### src/hdl/amd_pkg.sv
// shared types and constants for the addressed message deframer
package amd_pkg;

  localparam int ByteW = 8;
  localparam int KindW = 2;
  localparam int CfgIdxW = 8;

  // register indexes of the configuration port
  localparam logic [CfgIdxW-1:0] REG_START_MARKER    = 8'd0;
  localparam logic [CfgIdxW-1:0] REG_OWN_ADDRESS     = 8'd1;
  localparam logic [CfgIdxW-1:0] REG_MAX_SUB_ADDRESS = 8'd2;
  localparam logic [CfgIdxW-1:0] REG_PING_COMMAND    = 8'd3;

  // register reset values
  localparam logic [ByteW-1:0] RST_START_MARKER    = 8'd77;
  localparam logic [ByteW-1:0] RST_OWN_ADDRESS     = 8'd1;
  localparam logic [ByteW-1:0] RST_MAX_SUB_ADDRESS = 8'd255;
  localparam logic [ByteW-1:0] RST_PING_COMMAND    = 8'd128;

  localparam logic [ByteW-1:0] SYSTEM_ADDRESS = 8'h00;
  localparam logic [ByteW-1:0] ONE_BYTE       = 8'h01;

  // result kinds
  localparam logic [KindW-1:0] KIND_SYSTEM = 2'd0;
  localparam logic [KindW-1:0] KIND_DEVICE = 2'd1;
  localparam logic [KindW-1:0] KIND_PING   = 2'd2;

  typedef enum logic [2:0] {
    POS_HUNT = 3'd0,
    POS_ADDR = 3'd1,
    POS_SUB  = 3'd2,
    POS_SIZE = 3'd3,
    POS_CMD  = 3'd4,
    POS_DATA = 3'd5,
    POS_PING = 3'd6
  } pos_t;

  typedef struct packed {
    logic [ByteW-1:0] start_marker;
    logic [ByteW-1:0] own_address;
    logic [ByteW-1:0] max_sub_address;
    logic [ByteW-1:0] ping_command;
  } cfg_t;

  typedef struct packed {
    logic [KindW-1:0] kind;
    logic [ByteW-1:0] sub_address;
    logic [ByteW-1:0] command;
    logic             is_command;
    logic [ByteW-1:0] data_byte;
    logic [ByteW-1:0] body_index;
    logic             last;
  } result_t;

endpackage

### src/hdl/amd_if.sv
// channel interfaces: received bytes, parsed results, configuration writes
interface amd_byte_if;
  logic       valid;
  logic       ready;
  logic [7:0] rx_byte;
  modport source (output valid, output rx_byte, input ready);
  modport sink (input valid, input rx_byte, output ready);
endinterface

interface amd_result_if;
  logic       valid;
  logic       ready;
  logic [1:0] kind;
  logic [7:0] sub_address;
  logic [7:0] command;
  logic       is_command;
  logic [7:0] data_byte;
  logic [7:0] body_index;
  logic       last;
  modport source (output valid, output kind, output sub_address, output command,
                  output is_command, output data_byte, output body_index,
                  output last, input ready);
  modport sink (input valid, input kind, input sub_address, input command,
                input is_command, input data_byte, input body_index,
                input last, output ready);
endinterface

interface amd_cfg_if;
  logic       valid;
  logic       ready;
  logic [7:0] index;
  logic [7:0] data;
  modport source (output valid, output index, output data, input ready);
  modport sink (input valid, input index, input data, output ready);
endinterface

### src/hdl/amd_in_stage.sv
// input register holding one received byte
module amd_in_stage (
  input  logic                      clk,
  input  logic                      rst,
  amd_byte_if.sink                  rx,
  input  logic                      advance,
  output logic                      held_valid,
  output logic [amd_pkg::ByteW-1:0] held_byte
);
  import amd_pkg::*;

  assign rx.ready = !held_valid || advance;

  always_ff @(posedge clk) begin
    if (rst) begin
      held_valid <= 1'b0;
    end else if (rx.ready) begin
      held_valid <= rx.valid;
    end
  end

  always_ff @(posedge clk) begin
    if (rx.ready && rx.valid) begin
      held_byte <= rx.rx_byte;
    end
  end

endmodule

### src/hdl/amd_parser.sv
// frame parser state machine, one byte per step
module amd_parser (
  input  logic                      clk,
  input  logic                      rst,
  input  amd_pkg::cfg_t             cfg,
  input  logic                      step,
  input  logic [amd_pkg::ByteW-1:0] byte_in,
  output logic                      emit,
  output amd_pkg::result_t          result
);
  import amd_pkg::*;

  pos_t             position, position_next;
  logic             system_frame, system_frame_next;
  logic [ByteW-1:0] held_sub_address, held_sub_address_next;
  logic [ByteW-1:0] body_size, body_size_next;
  logic [ByteW-1:0] body_count, body_count_next;
  logic [ByteW-1:0] held_command, held_command_next;
  logic [ByteW-1:0] count_inc;
  logic             body_last;

  always_ff @(posedge clk) begin
    if (rst) begin
      position         <= POS_HUNT;
      system_frame     <= 1'b0;
      held_sub_address <= '0;
      body_size        <= '0;
      body_count       <= '0;
      held_command     <= '0;
    end else if (step) begin
      position         <= position_next;
      system_frame     <= system_frame_next;
      held_sub_address <= held_sub_address_next;
      body_size        <= body_size_next;
      body_count       <= body_count_next;
      held_command     <= held_command_next;
    end
  end

  assign count_inc = body_count + ONE_BYTE;

  always_comb begin
    position_next         = position;
    system_frame_next     = system_frame;
    held_sub_address_next = held_sub_address;
    body_size_next        = body_size;
    body_count_next       = body_count;
    held_command_next     = held_command;
    body_last             = 1'b0;
    emit                  = 1'b0;
    result.kind           = system_frame ? KIND_SYSTEM : KIND_DEVICE;
    result.is_command     = 1'b0;
    result.data_byte      = byte_in;
    result.body_index     = '0;
    result.last           = 1'b0;
    case (position)
      POS_ADDR: begin
        if (byte_in == SYSTEM_ADDRESS) begin
          system_frame_next = 1'b1;
          position_next     = POS_SUB;
        end else if (byte_in == cfg.own_address) begin
          system_frame_next = 1'b0;
          position_next     = POS_SUB;
        end else begin
          position_next = POS_HUNT;
        end
      end
      POS_SUB: begin
        if (byte_in <= cfg.max_sub_address) begin
          held_sub_address_next = byte_in;
          position_next         = POS_SIZE;
        end else begin
          position_next = POS_HUNT;
        end
      end
      POS_SIZE: begin
        body_size_next  = byte_in;
        body_count_next = '0;
        position_next   = (byte_in == '0) ? POS_HUNT : POS_CMD;
      end
      POS_CMD: begin
        held_command_next = byte_in;
        body_count_next   = ONE_BYTE;
        body_last         = (body_size == ONE_BYTE);
        if (system_frame && byte_in == cfg.ping_command) begin
          // ping frame: swallow the body, one request at its end
          if (body_last) begin
            position_next    = POS_HUNT;
            emit             = 1'b1;
            result.kind      = KIND_PING;
            result.data_byte = '0;
            result.last      = 1'b1;
          end else begin
            position_next = POS_PING;
          end
        end else begin
          position_next     = body_last ? POS_HUNT : POS_DATA;
          emit              = 1'b1;
          result.is_command = 1'b1;
          result.last       = body_last;
        end
      end
      POS_DATA, POS_PING: begin
        body_last       = (count_inc == body_size);
        body_count_next = count_inc;
        if (body_last) begin
          position_next = POS_HUNT;
        end
        result.body_index = body_count;
        result.last       = body_last;
        if (position == POS_PING) begin
          emit             = body_last;
          result.kind      = KIND_PING;
          result.data_byte = '0;
        end else begin
          emit = 1'b1;
        end
      end
      default: begin
        position_next = (byte_in == cfg.start_marker) ? POS_ADDR : POS_HUNT;
      end
    endcase
    result.sub_address = held_sub_address_next;
    result.command     = held_command_next;
  end

  // a zero-size body always drops back to the hunt
  a_zero_size_drops: assert property (@(posedge clk) disable iff (rst)
    (step && position == POS_SIZE && byte_in == '0) |=> position == POS_HUNT)
    else $error("zero-size body did not restart the hunt");

  // ping requests close the frame and carry no command byte
  a_ping_shape: assert property (@(posedge clk) disable iff (rst)
    (emit && result.kind == KIND_PING) |-> (result.last && !result.is_command))
    else $error("malformed ping request");

  // the command byte is always body index zero
  a_cmd_index: assert property (@(posedge clk) disable iff (rst)
    (emit && result.is_command) |-> result.body_index == '0)
    else $error("command byte not at index zero");

  // payload states are only reached through the command byte
  a_payload_entry: assert property (@(posedge clk) disable iff (rst)
    (step && (position_next == POS_DATA || position_next == POS_PING)
      && position != POS_DATA && position != POS_PING) |-> position == POS_CMD)
    else $error("payload entered without a command byte");

endmodule

### src/hdl/amd_out_stage.sv
// result register between the parser and the result channel
module amd_out_stage (
  input  logic             clk,
  input  logic             rst,
  input  logic             load,
  input  amd_pkg::result_t result,
  output logic             free,
  amd_result_if.source     res
);
  import amd_pkg::*;

  result_t held;

  assign free = !res.valid || res.ready;

  always_ff @(posedge clk) begin
    if (rst) begin
      res.valid <= 1'b0;
    end else if (free) begin
      res.valid <= load;
    end
  end

  always_ff @(posedge clk) begin
    if (free && load) begin
      held <= result;
    end
  end

  assign res.kind        = held.kind;
  assign res.sub_address = held.sub_address;
  assign res.command     = held.command;
  assign res.is_command  = held.is_command;
  assign res.data_byte   = held.data_byte;
  assign res.body_index  = held.body_index;
  assign res.last        = held.last;

endmodule

### src/hdl/addressed_message_deframer.sv
// top level of the addressed message deframer
//
// rx carries one received serial byte per item. frames are: start marker,
// device address (zero for system or own_address), sub address (at most
// max_sub_address), body size, then the body: command byte and payload.
// res carries one item per body byte, tagged with kind, sub address,
// command and index, last marked on the final byte. a system frame whose
// command is ping_command gives only one ping request item at its end.
// frames failing a check, and zero-size bodies, are dropped silently.
// cfg writes one of four registers by index; indexes beyond three are
// ignored. it is always ready and should only be used while idle.
// a result passes through the input register, then the result register.
// throughput: one byte per cycle while res does not stall, set
// by the single parser step between the two registers.
// reset clears the parser to hunting and loads the register defaults.
// when res stalls, the result register holds and the input register
// fills, then rx ready drops until the result is taken.
module addressed_message_deframer (
  input  logic      clk,
  input  logic      rst,
  amd_byte_if.sink  rx,
  amd_result_if.source res,
  amd_cfg_if.sink   cfg
);
  import amd_pkg::*;

  cfg_t             cfg_regs;
  logic             held_valid;
  logic [ByteW-1:0] held_byte;
  logic             out_free;
  logic             advance;
  logic             emit;
  result_t          result;

  // configuration registers, written any cycle
  assign cfg.ready = 1'b1;

  always_ff @(posedge clk) begin
    if (rst) begin
      cfg_regs.start_marker    <= RST_START_MARKER;
      cfg_regs.own_address     <= RST_OWN_ADDRESS;
      cfg_regs.max_sub_address <= RST_MAX_SUB_ADDRESS;
      cfg_regs.ping_command    <= RST_PING_COMMAND;
    end else if (cfg.valid) begin
      case (cfg.index)
        REG_START_MARKER:    cfg_regs.start_marker    <= cfg.data;
        REG_OWN_ADDRESS:     cfg_regs.own_address     <= cfg.data;
        REG_MAX_SUB_ADDRESS: cfg_regs.max_sub_address <= cfg.data;
        REG_PING_COMMAND:    cfg_regs.ping_command    <= cfg.data;
        default: begin
        end
      endcase
    end
  end

  // a held byte is parsed once the result register can take its result
  assign advance = held_valid && out_free;

  amd_in_stage u_in (
    .clk        (clk),
    .rst        (rst),
    .rx         (rx),
    .advance    (advance),
    .held_valid (held_valid),
    .held_byte  (held_byte)
  );

  amd_parser u_parser (
    .clk     (clk),
    .rst     (rst),
    .cfg     (cfg_regs),
    .step    (advance),
    .byte_in (held_byte),
    .emit    (emit),
    .result  (result)
  );

  amd_out_stage u_out (
    .clk    (clk),
    .rst    (rst),
    .load   (advance && emit),
    .result (result),
    .free   (out_free),
    .res    (res)
  );

endmodule
### src/flat_wrapper.sv
// flat-port wrapper written by rule: the top's interface ports become plain ports
module addressed_message_deframer_flat import amd_pkg::*;
  (clk, rst, rx_valid, rx_rx_byte, rx_ready, res_valid, res_kind, res_sub_address, res_command, res_is_command, res_data_byte, res_body_index, res_last, res_ready, cfg_valid, cfg_index, cfg_data, cfg_ready);
  amd_byte_if rx_i ();
  amd_result_if res_i ();
  amd_cfg_if cfg_i ();
  input  logic clk;
  input  logic rst;
  input wire logic [$bits(rx_i.valid)-1:0] rx_valid;
  input wire logic [$bits(rx_i.rx_byte)-1:0] rx_rx_byte;
  output wire logic [$bits(rx_i.ready)-1:0] rx_ready;
  output wire logic [$bits(res_i.valid)-1:0] res_valid;
  output wire logic [$bits(res_i.kind)-1:0] res_kind;
  output wire logic [$bits(res_i.sub_address)-1:0] res_sub_address;
  output wire logic [$bits(res_i.command)-1:0] res_command;
  output wire logic [$bits(res_i.is_command)-1:0] res_is_command;
  output wire logic [$bits(res_i.data_byte)-1:0] res_data_byte;
  output wire logic [$bits(res_i.body_index)-1:0] res_body_index;
  output wire logic [$bits(res_i.last)-1:0] res_last;
  input wire logic [$bits(res_i.ready)-1:0] res_ready;
  input wire logic [$bits(cfg_i.valid)-1:0] cfg_valid;
  input wire logic [$bits(cfg_i.index)-1:0] cfg_index;
  input wire logic [$bits(cfg_i.data)-1:0] cfg_data;
  output wire logic [$bits(cfg_i.ready)-1:0] cfg_ready;
  assign rx_i.valid = rx_valid;
  assign rx_i.rx_byte = rx_rx_byte;
  assign rx_ready = rx_i.ready;
  assign res_valid = res_i.valid;
  assign res_kind = res_i.kind;
  assign res_sub_address = res_i.sub_address;
  assign res_command = res_i.command;
  assign res_is_command = res_i.is_command;
  assign res_data_byte = res_i.data_byte;
  assign res_body_index = res_i.body_index;
  assign res_last = res_i.last;
  assign res_i.ready = res_ready;
  assign cfg_i.valid = cfg_valid;
  assign cfg_i.index = cfg_index;
  assign cfg_i.data = cfg_data;
  assign cfg_ready = cfg_i.ready;
  addressed_message_deframer u_core (.clk(clk), .rst(rst), .rx(rx_i), .res(res_i), .cfg(cfg_i));
endmodule
### config.mk
export PLATFORM = sky130hd
export DESIGN_NAME = addressed_message_deframer_flat
export DESIGN_NICKNAME = d
export VERILOG_FILES = /design/src/hdl/amd_pkg.sv /design/src/hdl/amd_if.sv /design/src/hdl/amd_in_stage.sv /design/src/hdl/amd_parser.sv /design/src/hdl/amd_out_stage.sv /design/src/hdl/addressed_message_deframer.sv /design/src/flat_wrapper.sv
export SDC_FILE = /design/constraint.sdc
export NUM_CORES = 1
export LEC_CHECK = 0
export BUFFER_PORTS_ARGS = -buffer_cell sky130_fd_sc_hd__buf_4
export CORE_MARGIN = 3
export CORE_UTILIZATION = 25
export CTS_CLUSTER_DIAMETER = 120
export DETAILED_ROUTE_END_ITERATION = 7
export HOLD_SLACK_MARGIN = 0.1
export PLACE_DENSITY = 0.51
export SYNTH_ARGS = -nofsm -noshare
export SYNTH_HDL_FRONTEND = slang
export SYNTH_SLANG_ARGS = --single-unit
### constraint.sdc
create_clock -name clk -period 9.9 [get_ports clk]
set_clock_uncertainty 0.05 [all_clocks]
set_input_delay 1.98 -clock clk [delete_from_list [all_inputs] [get_ports clk]]
set_output_delay 1.98 -clock clk [all_outputs]
set_load 0.005 [all_outputs]
==> flow_summary.yaml, run 1 <==
status:
  status: "completed"
layout:
  fin_nets: 603
  multi_input_area_um2: 2360
  final_cell_mix: "nand2_1, dfxtp_1, buf_4, nor2_1, edfxtp_1"
  fin_util_pct: 32.3
  synthToLayoutAreaGrowth_pct: 25.8
  antenna_cells: 0
  fill_cells: 2118
  regArea_um2: 2720
  final_common_cell: "nand2_1"
  drive_gt1_share_pct: 20.9
clocking:
  cts.root.buffer_cell: "clkbuf_16"
  clock_latency_ns: 0.41
  postCtsResizedCells: 0
  cts_setup_buffers: 0
  holdBufCountCts: 0
  h-tree-depth: 4
  clockBufferDepth: 2
  clk_pin_slew_ns: 0.05
  clock_sinks: 114
  cts_buffers: 17
  cts_tree: "yes"
logic_synthesis:
  ys_seq_area_share_pct: 51.8
  synth_area_um2: 5250
  muxShareOfSynthArea_pct: 9.70
  synth_ff_type: "dfxtp_1"
  yosys.area_share.simple_pct: 18.2
  synth-seq-cells: 114
  async_flop_share_pct: 0
  synthXorXnorAreaFrac_pct: 5.98
  synth_area_per_cell_um2: 10.3
  synth_fa_ha_area_share_pct: 2.14
  netlist_instances: 511
  yosysWarnings: 0
  synth_edf_count: 44
  ys_types: 55
  synth_compound_gate_area_share_pct: 8.60
  synth_top_family_by_area: "simple AND/OR/NAND/NOR gates"
  syn_nets: 549
setup_path:
  cp.arrival_ns: 2.51
  worstPathCellList: "buf_4 > nor2b_1 > nand2_1 > buf_4"
  worstPathRequired_ns: 7.87
  worstPathMaxFanout: 3
  cp_slowest_stage_delay_ns: 0.18
  cpMostUsedCell: "buf_4"
  worst_setup_path_end_kind: "output pin"
  worst-setup-path-type: "input port to output pin"
  cp-start-kind: "input port"
  r2r_slack_ns: 6.36
  slowest_stage: "nor2b_1"
routing:
  dr.first_iter.drc_count: 163
  top_layer_used: "met4"
  wl_met3_um: 732
  wire_per_inst_um: 15.6
  drtAntennaViolNets: 0
  wl_met2_mm: 6.34
  postRouteWirelength_mm: 13.2
  drc: 0
  firstDrtPassIters: 4
  vias_per_cell: 4.50
  met1_length_mm: 6.06
  vias: 3818
job:
  cap_violations: 0
sta:
  max_slew_margin_pct: 24.5
  setup_viol: 0
  fmax_mhz: 220
  hold_viol: 0
  slew_violations: 0
  worst_slew_pin_slew_ns: 1.13
  setup_tns_ns: 0
  final.period_utilization_pct: 45.8
  post-route-min-period_ns: 4.54
  rsz0062_at_grt: "no"
die:
  core-area_um2: 20400
  die_y_um: 151
  ioPinCount: 68
  die_x_um: 151
  rows: 52
  die_area_um2: 22800
  start_util_pct: 25.7
hold_path:
  hold_path_class: "register to register"
global_routing:
  grt_max_degree: 53
  grt_pass1_vias: 3873
  grt_overflow_total: 0
  grt_pass1_wl_mm: 21.0
  grtUsageTotal_pct: 12.3
  antenna_found_initial: 0
placement:
  port-buffer-count: 66
  dpl.hpwl_mm: 9.13
  gp_congestion: 0.776
power_and_ir_drop:
  p_total_mw: 1.23
  p_per_area_nw_per_um2: 186
  ir_drop_uv: 117
  power_leakage_nw: 2.55
-- worst max-delay path: cells and delay by family --
family,cells,cell delay (ns)
and+or+nand+nor,2,0.28
buffers and inverters,2,0.25
-- logic make-up (layout without fill, tap and decap cells) --
family	count (synthesis)	count (layout)
other	1	1
multiplexers	49	49
AO/OA/AOI/OAI	70	70
adder cells (fa/ha/maj)	9	9
XOR/XNOR	35	35
AND/OR/NAND/NOR	190	190
buffers and inverters	43	110
flip-flops	114	114
-- area by class of cell --
type / count / area share, %
Sequential cell: 114 / 41.2
Clock inverter: 11 / 3.16
Multi-Input combinational cell: 354 / 35.7
Tap cell: 270 / 5.11
Timing Repair Buffer: 66 / 7.50
Inverter: 12 / 0.682
Clock buffer: 21 / 6.66
-- cells in the mapped netlist, types with 5 or more instances --
library cell  count  area share, %
a21oi_1          33            3.1
and3_1           10            1.2
buf_2             8           0.76
clkbuf_1         19            1.4
dfxtp_1          70             27
edfxtp_1         44             25
ha_1              9            2.1
inv_1            12           0.86
mux2_2           15            3.2
mux2i_1          34            6.5
nand2_1          72            5.1
nand3_1          10           0.95
nand4_1           5           0.60
nor2_1           44            3.1
nor2b_1          11            1.3
nor4_1            8           0.95
o211ai_1          9            1.3
o21ai_0          12            1.1
xnor2_1          20            3.3
xor2_1           14            2.3
-- layer usage --
layer,vias up,GRT usage [%]
li1,1901,-
met1,1819,16.0
met2,90,19.8
met3,8,3.65
met4,0,3.85
met5,-,0
-- registers in the layout, summed over array words and instances (netlist names) --
register,count
u_core.cfg_regs,32
u_core.u_in.held_byte,8
u_core.u_in.held_valid,1
u_core.u_out.res.body_index,8
u_core.u_out.res.command,8
u_core.u_out.res.data_byte,8
u_core.u_out.res.is_command,1
u_core.u_out.res.kind,2
u_core.u_out.res.last,1
u_core.u_out.res.sub_address,8
u_core.u_out.res.valid,1
u_core.u_parser.body_count,8
u_core.u_parser.body_size,8
u_core.u_parser.held_command,8
u_core.u_parser.held_sub_address,8
u_core.u_parser.position,3
u_core.u_parser.system_frame,1
-- where the power goes --
group / internal [mW] / switching [mW] / total, mW
Sequential: 0.492 / 0.0112 / 0.503
Combinational: 0.0199 / 0.0259 / 0.0457
Clock: 0.470 / 0.210 / 0.680
-- per-stage QoR --
stage	hold slack (ns)	cell area [um2]	setup WS, ns	cells
global placement	0.388	5960	5.39	816
floorplan	0.384	5250	5.15	511
finish	0.404	6610	5.36	848
CTS	0.405	6610	5.37	848
detailed placement	0.397	5960	5.37	816
global route	0.426	6610	5.31	848
-- path summary, 6_finish.rpt --
| kind | startpoint | end | depth (start not counted) |
|---|---|---|---|
| worst max-delay path | res_ready | rx_ready | 4 |
| worst min-delay path | u_core.u_parser.held_command[4] | u_core.u_parser.held_command[4] | 2 |
| worst max register to register | u_core.u_parser.body_count[0] | u_core.u_out.res.command[5] | 6 |
| worst min register to register | u_core.u_parser.held_command[4] | u_core.u_parser.held_command[4] | 2 |
Power figures use the tool's default switching activity.
==> inputs of run 2 (changes only) <==
--- a/config.mk
+++ b/config.mk
@@ -11,7 +11,7 @@
 export CTS_CLUSTER_DIAMETER = 120
 export DETAILED_ROUTE_END_ITERATION = 7
 export HOLD_SLACK_MARGIN = 0.1
-export PLACE_DENSITY = 0.51
+export PLACE_DENSITY = 0.52
 export SYNTH_ARGS = -nofsm -noshare
 export SYNTH_HDL_FRONTEND = slang
 export SYNTH_SLANG_ARGS = --single-unit
==> constraint.sdc (replaced) <==
create_clock -name clk -period 4 [get_ports clk]
set_clock_uncertainty 0.05 [all_clocks]
set_input_delay 0.8 -clock clk [delete_from_list [all_inputs] [get_ports clk]]
set_output_delay 0.8 -clock clk [all_outputs]
set_load 0.005 [all_outputs]
==> flow_summary.yaml, run 2 (synthesis gave the netlist of run 1 again) <==
sta:
  fmax_mhz: 315
  setup_tns_ns: 0
  setup_viol: 0
  worst_slew_pin_slew_ns: 0.784
  slew_violations: 0
  hold_viol: 0
  post-route-min-period_ns: 3.17
  final.period_utilization_pct: 79.3
  rsz0062_at_grt: "no"
  max_slew_margin_pct: 47.5
setup_path:
  worst_setup_path_end_kind: "register"
  worst-setup-path-type: "register to register"
  crit_path_end: "u_core.u_out.res.kind[0]"
  worstSetupStartpoint: "u_core.u_parser.body_count[0]"
  worstPathCellList: "ha_1 > nand3_2 > or3_4 > a2111oi_4 > nand3_1 > a21oi_4 > buf_4"
  worstPathRequired_ns: 4.02
  cp-start-kind: "register"
  slowest_stage: "dfxtp_1"
  cp_slowest_stage_delay_ns: 0.43
  worstPathMaxFanout: 27
  r2r-start: "u_core.u_parser.body_count[0]"
  r2r_end: "u_core.u_out.res.kind[0]"
  cp.arrival_ns: 3.19
  r2r_slack_ns: 0.83
  reg2regPathDepth: 7
clocking:
  clockBufferDepth: 2
  cts_tree: "yes"
  cts.root.buffer_cell: "clkbuf_16"
  clk_pin_slew_ns: 0.05
  h-tree-depth: 4
  cts_setup_buffers: 0
  cts_buffers: 17
  clock_sinks: 114
  holdBufCountCts: 0
  postCtsResizedCells: 0
  clock_latency_ns: 0.41
layout:
  drive_gt1_share_pct: 22.6
  synthToLayoutAreaGrowth_pct: 26.2
  fin_nets: 610
  antenna_cells: 0
  final_cell_mix: "buf_4, nand2_1, dfxtp_1, nor2_1, edfxtp_1"
  largest_register: "u_core.cfg_regs"
  final_common_cell: "buf_4"
  final_area_um2: 6630
  largest_reg_flops: 32
global_routing:
  grt_pass1_vias: 3720
  grt_overflow_total: 0
  grt_pass1_wl_mm: 21.0
  antenna_found_initial: 0
  grt_max_degree: 53
  grtUsageTotal_pct: 12.2
routing:
  dr.first_iter.drc_count: 237
  drc: 0
  vias_per_cell: 4.55
  drtAntennaViolNets: 0
  firstDrtPassIters: 4
  wire_per_inst_um: 15.6
  vias: 3886
  postRouteWirelength_mm: 13.3
die:
  die_area_um2: 22800
  ioPinCount: 68
  die_y_um: 151
  core-area_um2: 20400
  rows: 52
  die_x_um: 151
  start_util_pct: 25.7
job:
  cap_violations: 0
hold_path:
  hold_path_class: "register to register"
  worstHoldStart: "u_core.u_parser.held_command[4]"
placement:
  port-buffer-count: 66
  gp_congestion: 0.822
  placed_cell_area_um2: 6010
  dpl.hpwl_mm: 9.23
power_and_ir_drop:
  p_per_area_nw_per_um2: 443
  power_leakage_nw: 2.56
  ir_drop_uv: 286
status:
  status: "completed"
[run 2: worst min-delay path by stage]
stage | to | cells past startpoint | slack (ns)
finish | u_core.u_parser.held_command[4] | 2 | 0.41
global route | u_core.cfg_regs[1] | 2 | 0.43
CTS | u_core.u_parser.held_command[4] | 2 | 0.41
detailed placement | u_core.u_parser.held_command[4] | 2 | 0.40
global placement | u_core.u_parser.held_command[6] | 2 | 0.39
floorplan | u_core.u_parser.held_command[1] | 2 | 0.38
[run 2: worst max-delay path, delay by kind of cell (launching register included)]
kind	cells	cell delay, ns
buf+inv	1	0.42
compound gates	2	0.76
fa+ha+maj	1	0.36
flops	1	0.43
simple gates	3	0.80
[run 2: routing by layer]
metal,vias up,track usage [%],part of all wire [%]
met2,97,18.8,46
met1,1868,16.5,47
met4,0,4.08,0.80
met5,-,0,0
met3,10,3.41,6.5
li1,1911,-,-
[run 2: where the power goes]
group	switching [mW]	total (mW)	internal [mW]
Clock	0.534	1.57	1.04
Sequential	0.0158	1.23	1.22
Combinational	0.0777	0.131	0.0534
[run 2: stage by stage]
| stage | hold WS (ns) | cells | setup slack (ns) | util (%) | power, mW |
|---|---|---|---|---|---|
| finish | 0.406 | 855 | 0.829 | 32.4 | 2.94 |
| global route | 0.434 | 855 | 0.583 | 32.4 | 3.04 |
| CTS | 0.406 | 855 | 0.816 | 32.4 | 2.97 |
| detailed placement | 0.399 | 823 | 0.805 | 29.4 | 1.39 |
| global placement | 0.389 | 823 | 0.931 | 29.4 | 1.39 |
| floorplan | 0.384 | 511 | 0.0132 | - | 1.32 |
[run 2: layout make-up]
cell class | count | area (um2)
Fill cell | 2101 | 13800
Timing Repair Buffer | 73 | 548
Inverter | 12 | 45.0
Clock buffer | 18 | 429
Tap cell | 270 | 338
Multi-Input combinational cell | 354 | 2360
Sequential cell | 114 | 2720
Clock inverter | 14 | 188
==> inputs of run 3 (changes only) <==
--- a/config.mk
+++ b/config.mk
@@ -11,7 +11,7 @@
 export CTS_CLUSTER_DIAMETER = 120
 export DETAILED_ROUTE_END_ITERATION = 7
 export HOLD_SLACK_MARGIN = 0.1
-export PLACE_DENSITY = 0.52
+export PLACE_DENSITY = 0.51
 export SYNTH_ARGS = -nofsm -noshare
 export SYNTH_HDL_FRONTEND = slang
 export SYNTH_SLANG_ARGS = --single-unit
==> constraint.sdc (replaced) <==
create_clock -name clk -period 3.3 [get_ports clk]
set_clock_uncertainty 0.05 [all_clocks]
set_input_delay 0.66 -clock clk [delete_from_list [all_inputs] [get_ports clk]]
set_output_delay 0.66 -clock clk [all_outputs]
set_load 0.005 [all_outputs]
==> flow_summary.yaml, run 3 (synthesis gave the netlist of run 1 again) <==
status:
  status: "completed"
die:
  core-area_um2: 20400
  die_y_um: 151
  start_util_pct: 25.7
  rows: 52
  die_area_um2: 22800
  ioPinCount: 68
  die_x_um: 151
sta:
  hold_viol: 0
  worst_slew_pin_slew_ns: 0.751
  final.period_utilization_pct: 89.6
  slew_violations: 0
  setup_tns_ns: 0
  post-route-min-period_ns: 2.96
  max_slew_margin_pct: 49.6
  rsz0062_at_grt: "no"
  setup_viol: 0
  fmax_mhz: 338
  fin_ws_ns: 0.344
layout:
  drive_gt1_share_pct: 23.4
  fin_util_pct: 32.6
  antenna_cells: 0
  fin_nets: 619
  fill_cells: 2090
  final_cell_mix: "buf_4, nand2_1, dfxtp_1, nor2_1, edfxtp_1"
  largest_reg_flops: 32
  regArea_um2: 2720
  multi_input_area_um2: 2360
  largest_register: "u_core.cfg_regs"
  final_common_cell: "buf_4"
  synthToLayoutAreaGrowth_pct: 26.8
power_and_ir_drop:
  p_sw_share_pct: 21.7
  p_clk_share_pct: 51.0
  p_seq_share_pct: 44.2
  pwr-share-comb_pct: 4.8
  p_per_area_nw_per_um2: 509
  p_int_mw: 2.65
  ir_drop_uv: 359
  power_leakage_nw: 2.60
  p_total_mw: 3.39
  p_sw_uw: 735
global_routing:
  antenna_found_initial: 0
  grt_pass1_vias: 3911
  grtUsageTotal_pct: 12.3
  grt_overflow_total: 0
  grt_max_degree: 52
  grt_pass1_wl_mm: 21.3
placement:
  port-buffer-count: 66
  dpl.hpwl_mm: 9.84
  place_ws_ns: 0.336
  gp_congestion: 0.899
setup_path:
  worstPathRequired_ns: 3.36
  slowest_stage: "dfxtp_1"
  worstPathMaxFanout: 28
  reg2regPathDepth: 7
  worstPathCellList: "ha_1 > nand3_2 > or3_4 > a2111oi_4 > nand3_1 > a21oi_4 > buf_12"
  cp.arrival_ns: 3.01
  cp-start-kind: "register"
  worst-setup-path-type: "register to register"
  r2r_end: "u_core.u_out.res.data_byte[2]"
  r2r-start: "u_core.u_parser.body_count[0]"
  r2r_slack_ns: 0.34
  cp_slowest_stage_delay_ns: 0.43
  worst_setup_path_end_kind: "register"
clocking:
  clockBufferDepth: 2
  clock_sinks: 114
  clock_latency_ns: 0.41
  h-tree-depth: 4
  cts.root.buffer_cell: "clkbuf_16"
  cts_tree: "yes"
  holdBufCountCts: 0
  clk_pin_slew_ns: 0.05
  postCtsResizedCells: 0
  cts_buffers: 17
  cts_setup_buffers: 0
routing:
  postRouteWirelength_mm: 13.4
  vias_per_cell: 4.52
  drtAntennaViolNets: 0
  vias: 3905
  drc: 0
  firstDrtPassIters: 4
  wire_per_inst_um: 15.5
  dr.first_iter.drc_count: 214
hold_path:
  hold_depth: 1
  worstHoldStart: "rx_rx_byte[5]"
  hold_path_class: "input port to register"
  worstHoldEndpoint: "u_core.u_in.held_byte[5]"
job:
  cap_violations: 0
-- run 3: cell types whose count changed in the layout (fill, tap and decap cells not counted), moves of 2 or more --
cell        before  now
buf_4           73   81
bufinv_16        4    1
clkbuf_8         0    2
clkinvlp_4       4    2
-- run 3: per-layer routing --
layer  vias up  share of wire, %  GRT usage, %
met3        12               4.9          3.59
met4         0               1.2          3.76
met2        86                46          19.2
li1       1934                 -             -
met1      1873                48          16.5
met5         -                 0             0
-- run 3: metrics by stage --
| stage | std cells | instance area (um2) | hold WS, ns |
|---|---|---|---|
| after floorplan | 511 | 5260 | 0.384 |
| after global placement | 832 | 6090 | 0.389 |
| after detailed placement | 832 | 6090 | 0.394 |
| after CTS | 864 | 6660 | 0.352 |
| after global routing | 864 | 6660 | 0.355 |
| final | 864 | 6660 | 0.372 |
-- run 3: worst max-delay path: cells and delay by family (launching register included) --
family                   cells  cell delay, ns
adder cells (fa/ha/maj)      1            0.37
AND/OR/NAND/NOR              3            0.79
buffers and inverters        1            0.24
AO/OA/AOI/OAI                2            0.76
flip-flops                   1            0.43
-- run 3: layout make-up --
class,count,area share [%]
Timing Repair Buffer,82,9.43
Sequential cell,114,40.9
Clock buffer,22,7.29
Multi-Input combinational cell,354,35.4
Tap cell,270,5.07
Inverter,12,0.677
Clock inverter,10,1.20
-- run 3: power groups by stage --
stage	combinational [mW]	clock, mW	sequential, mW
after floorplan	0.0883	0	1.51
after global placement	0.161	0	1.53
after detailed placement	0.163	0	1.53
after CTS	0.164	1.77	1.50
after global routing	0.177	1.84	1.50
final	0.161	1.73	1.50
-- run 3: worst max-delay path by stage --
stage / start / endpoint / slack, ns / depth (start not counted)
final: u_core.u_parser.body_count[0] / u_core.u_out.res.data_byte[2] / 0.34 / 7
after global routing: u_core.u_parser.body_count[0] / u_core.u_out.res.data_byte[3] / 0.15 / 7
after CTS: u_core.u_parser.body_count[0] / u_core.u_out.res.last / 0.31 / 7
after detailed placement: u_core.u_parser.body_count[0] / u_core.u_out.res.data_byte[5] / 0.34 / 7
after global placement: u_core.u_parser.body_count[0] / u_core.u_out.res.command[1] / 0.45 / 7
after floorplan: u_core.u_parser.body_count[0] / u_core.u_out.res.body_index[0] / 0.006 / 7
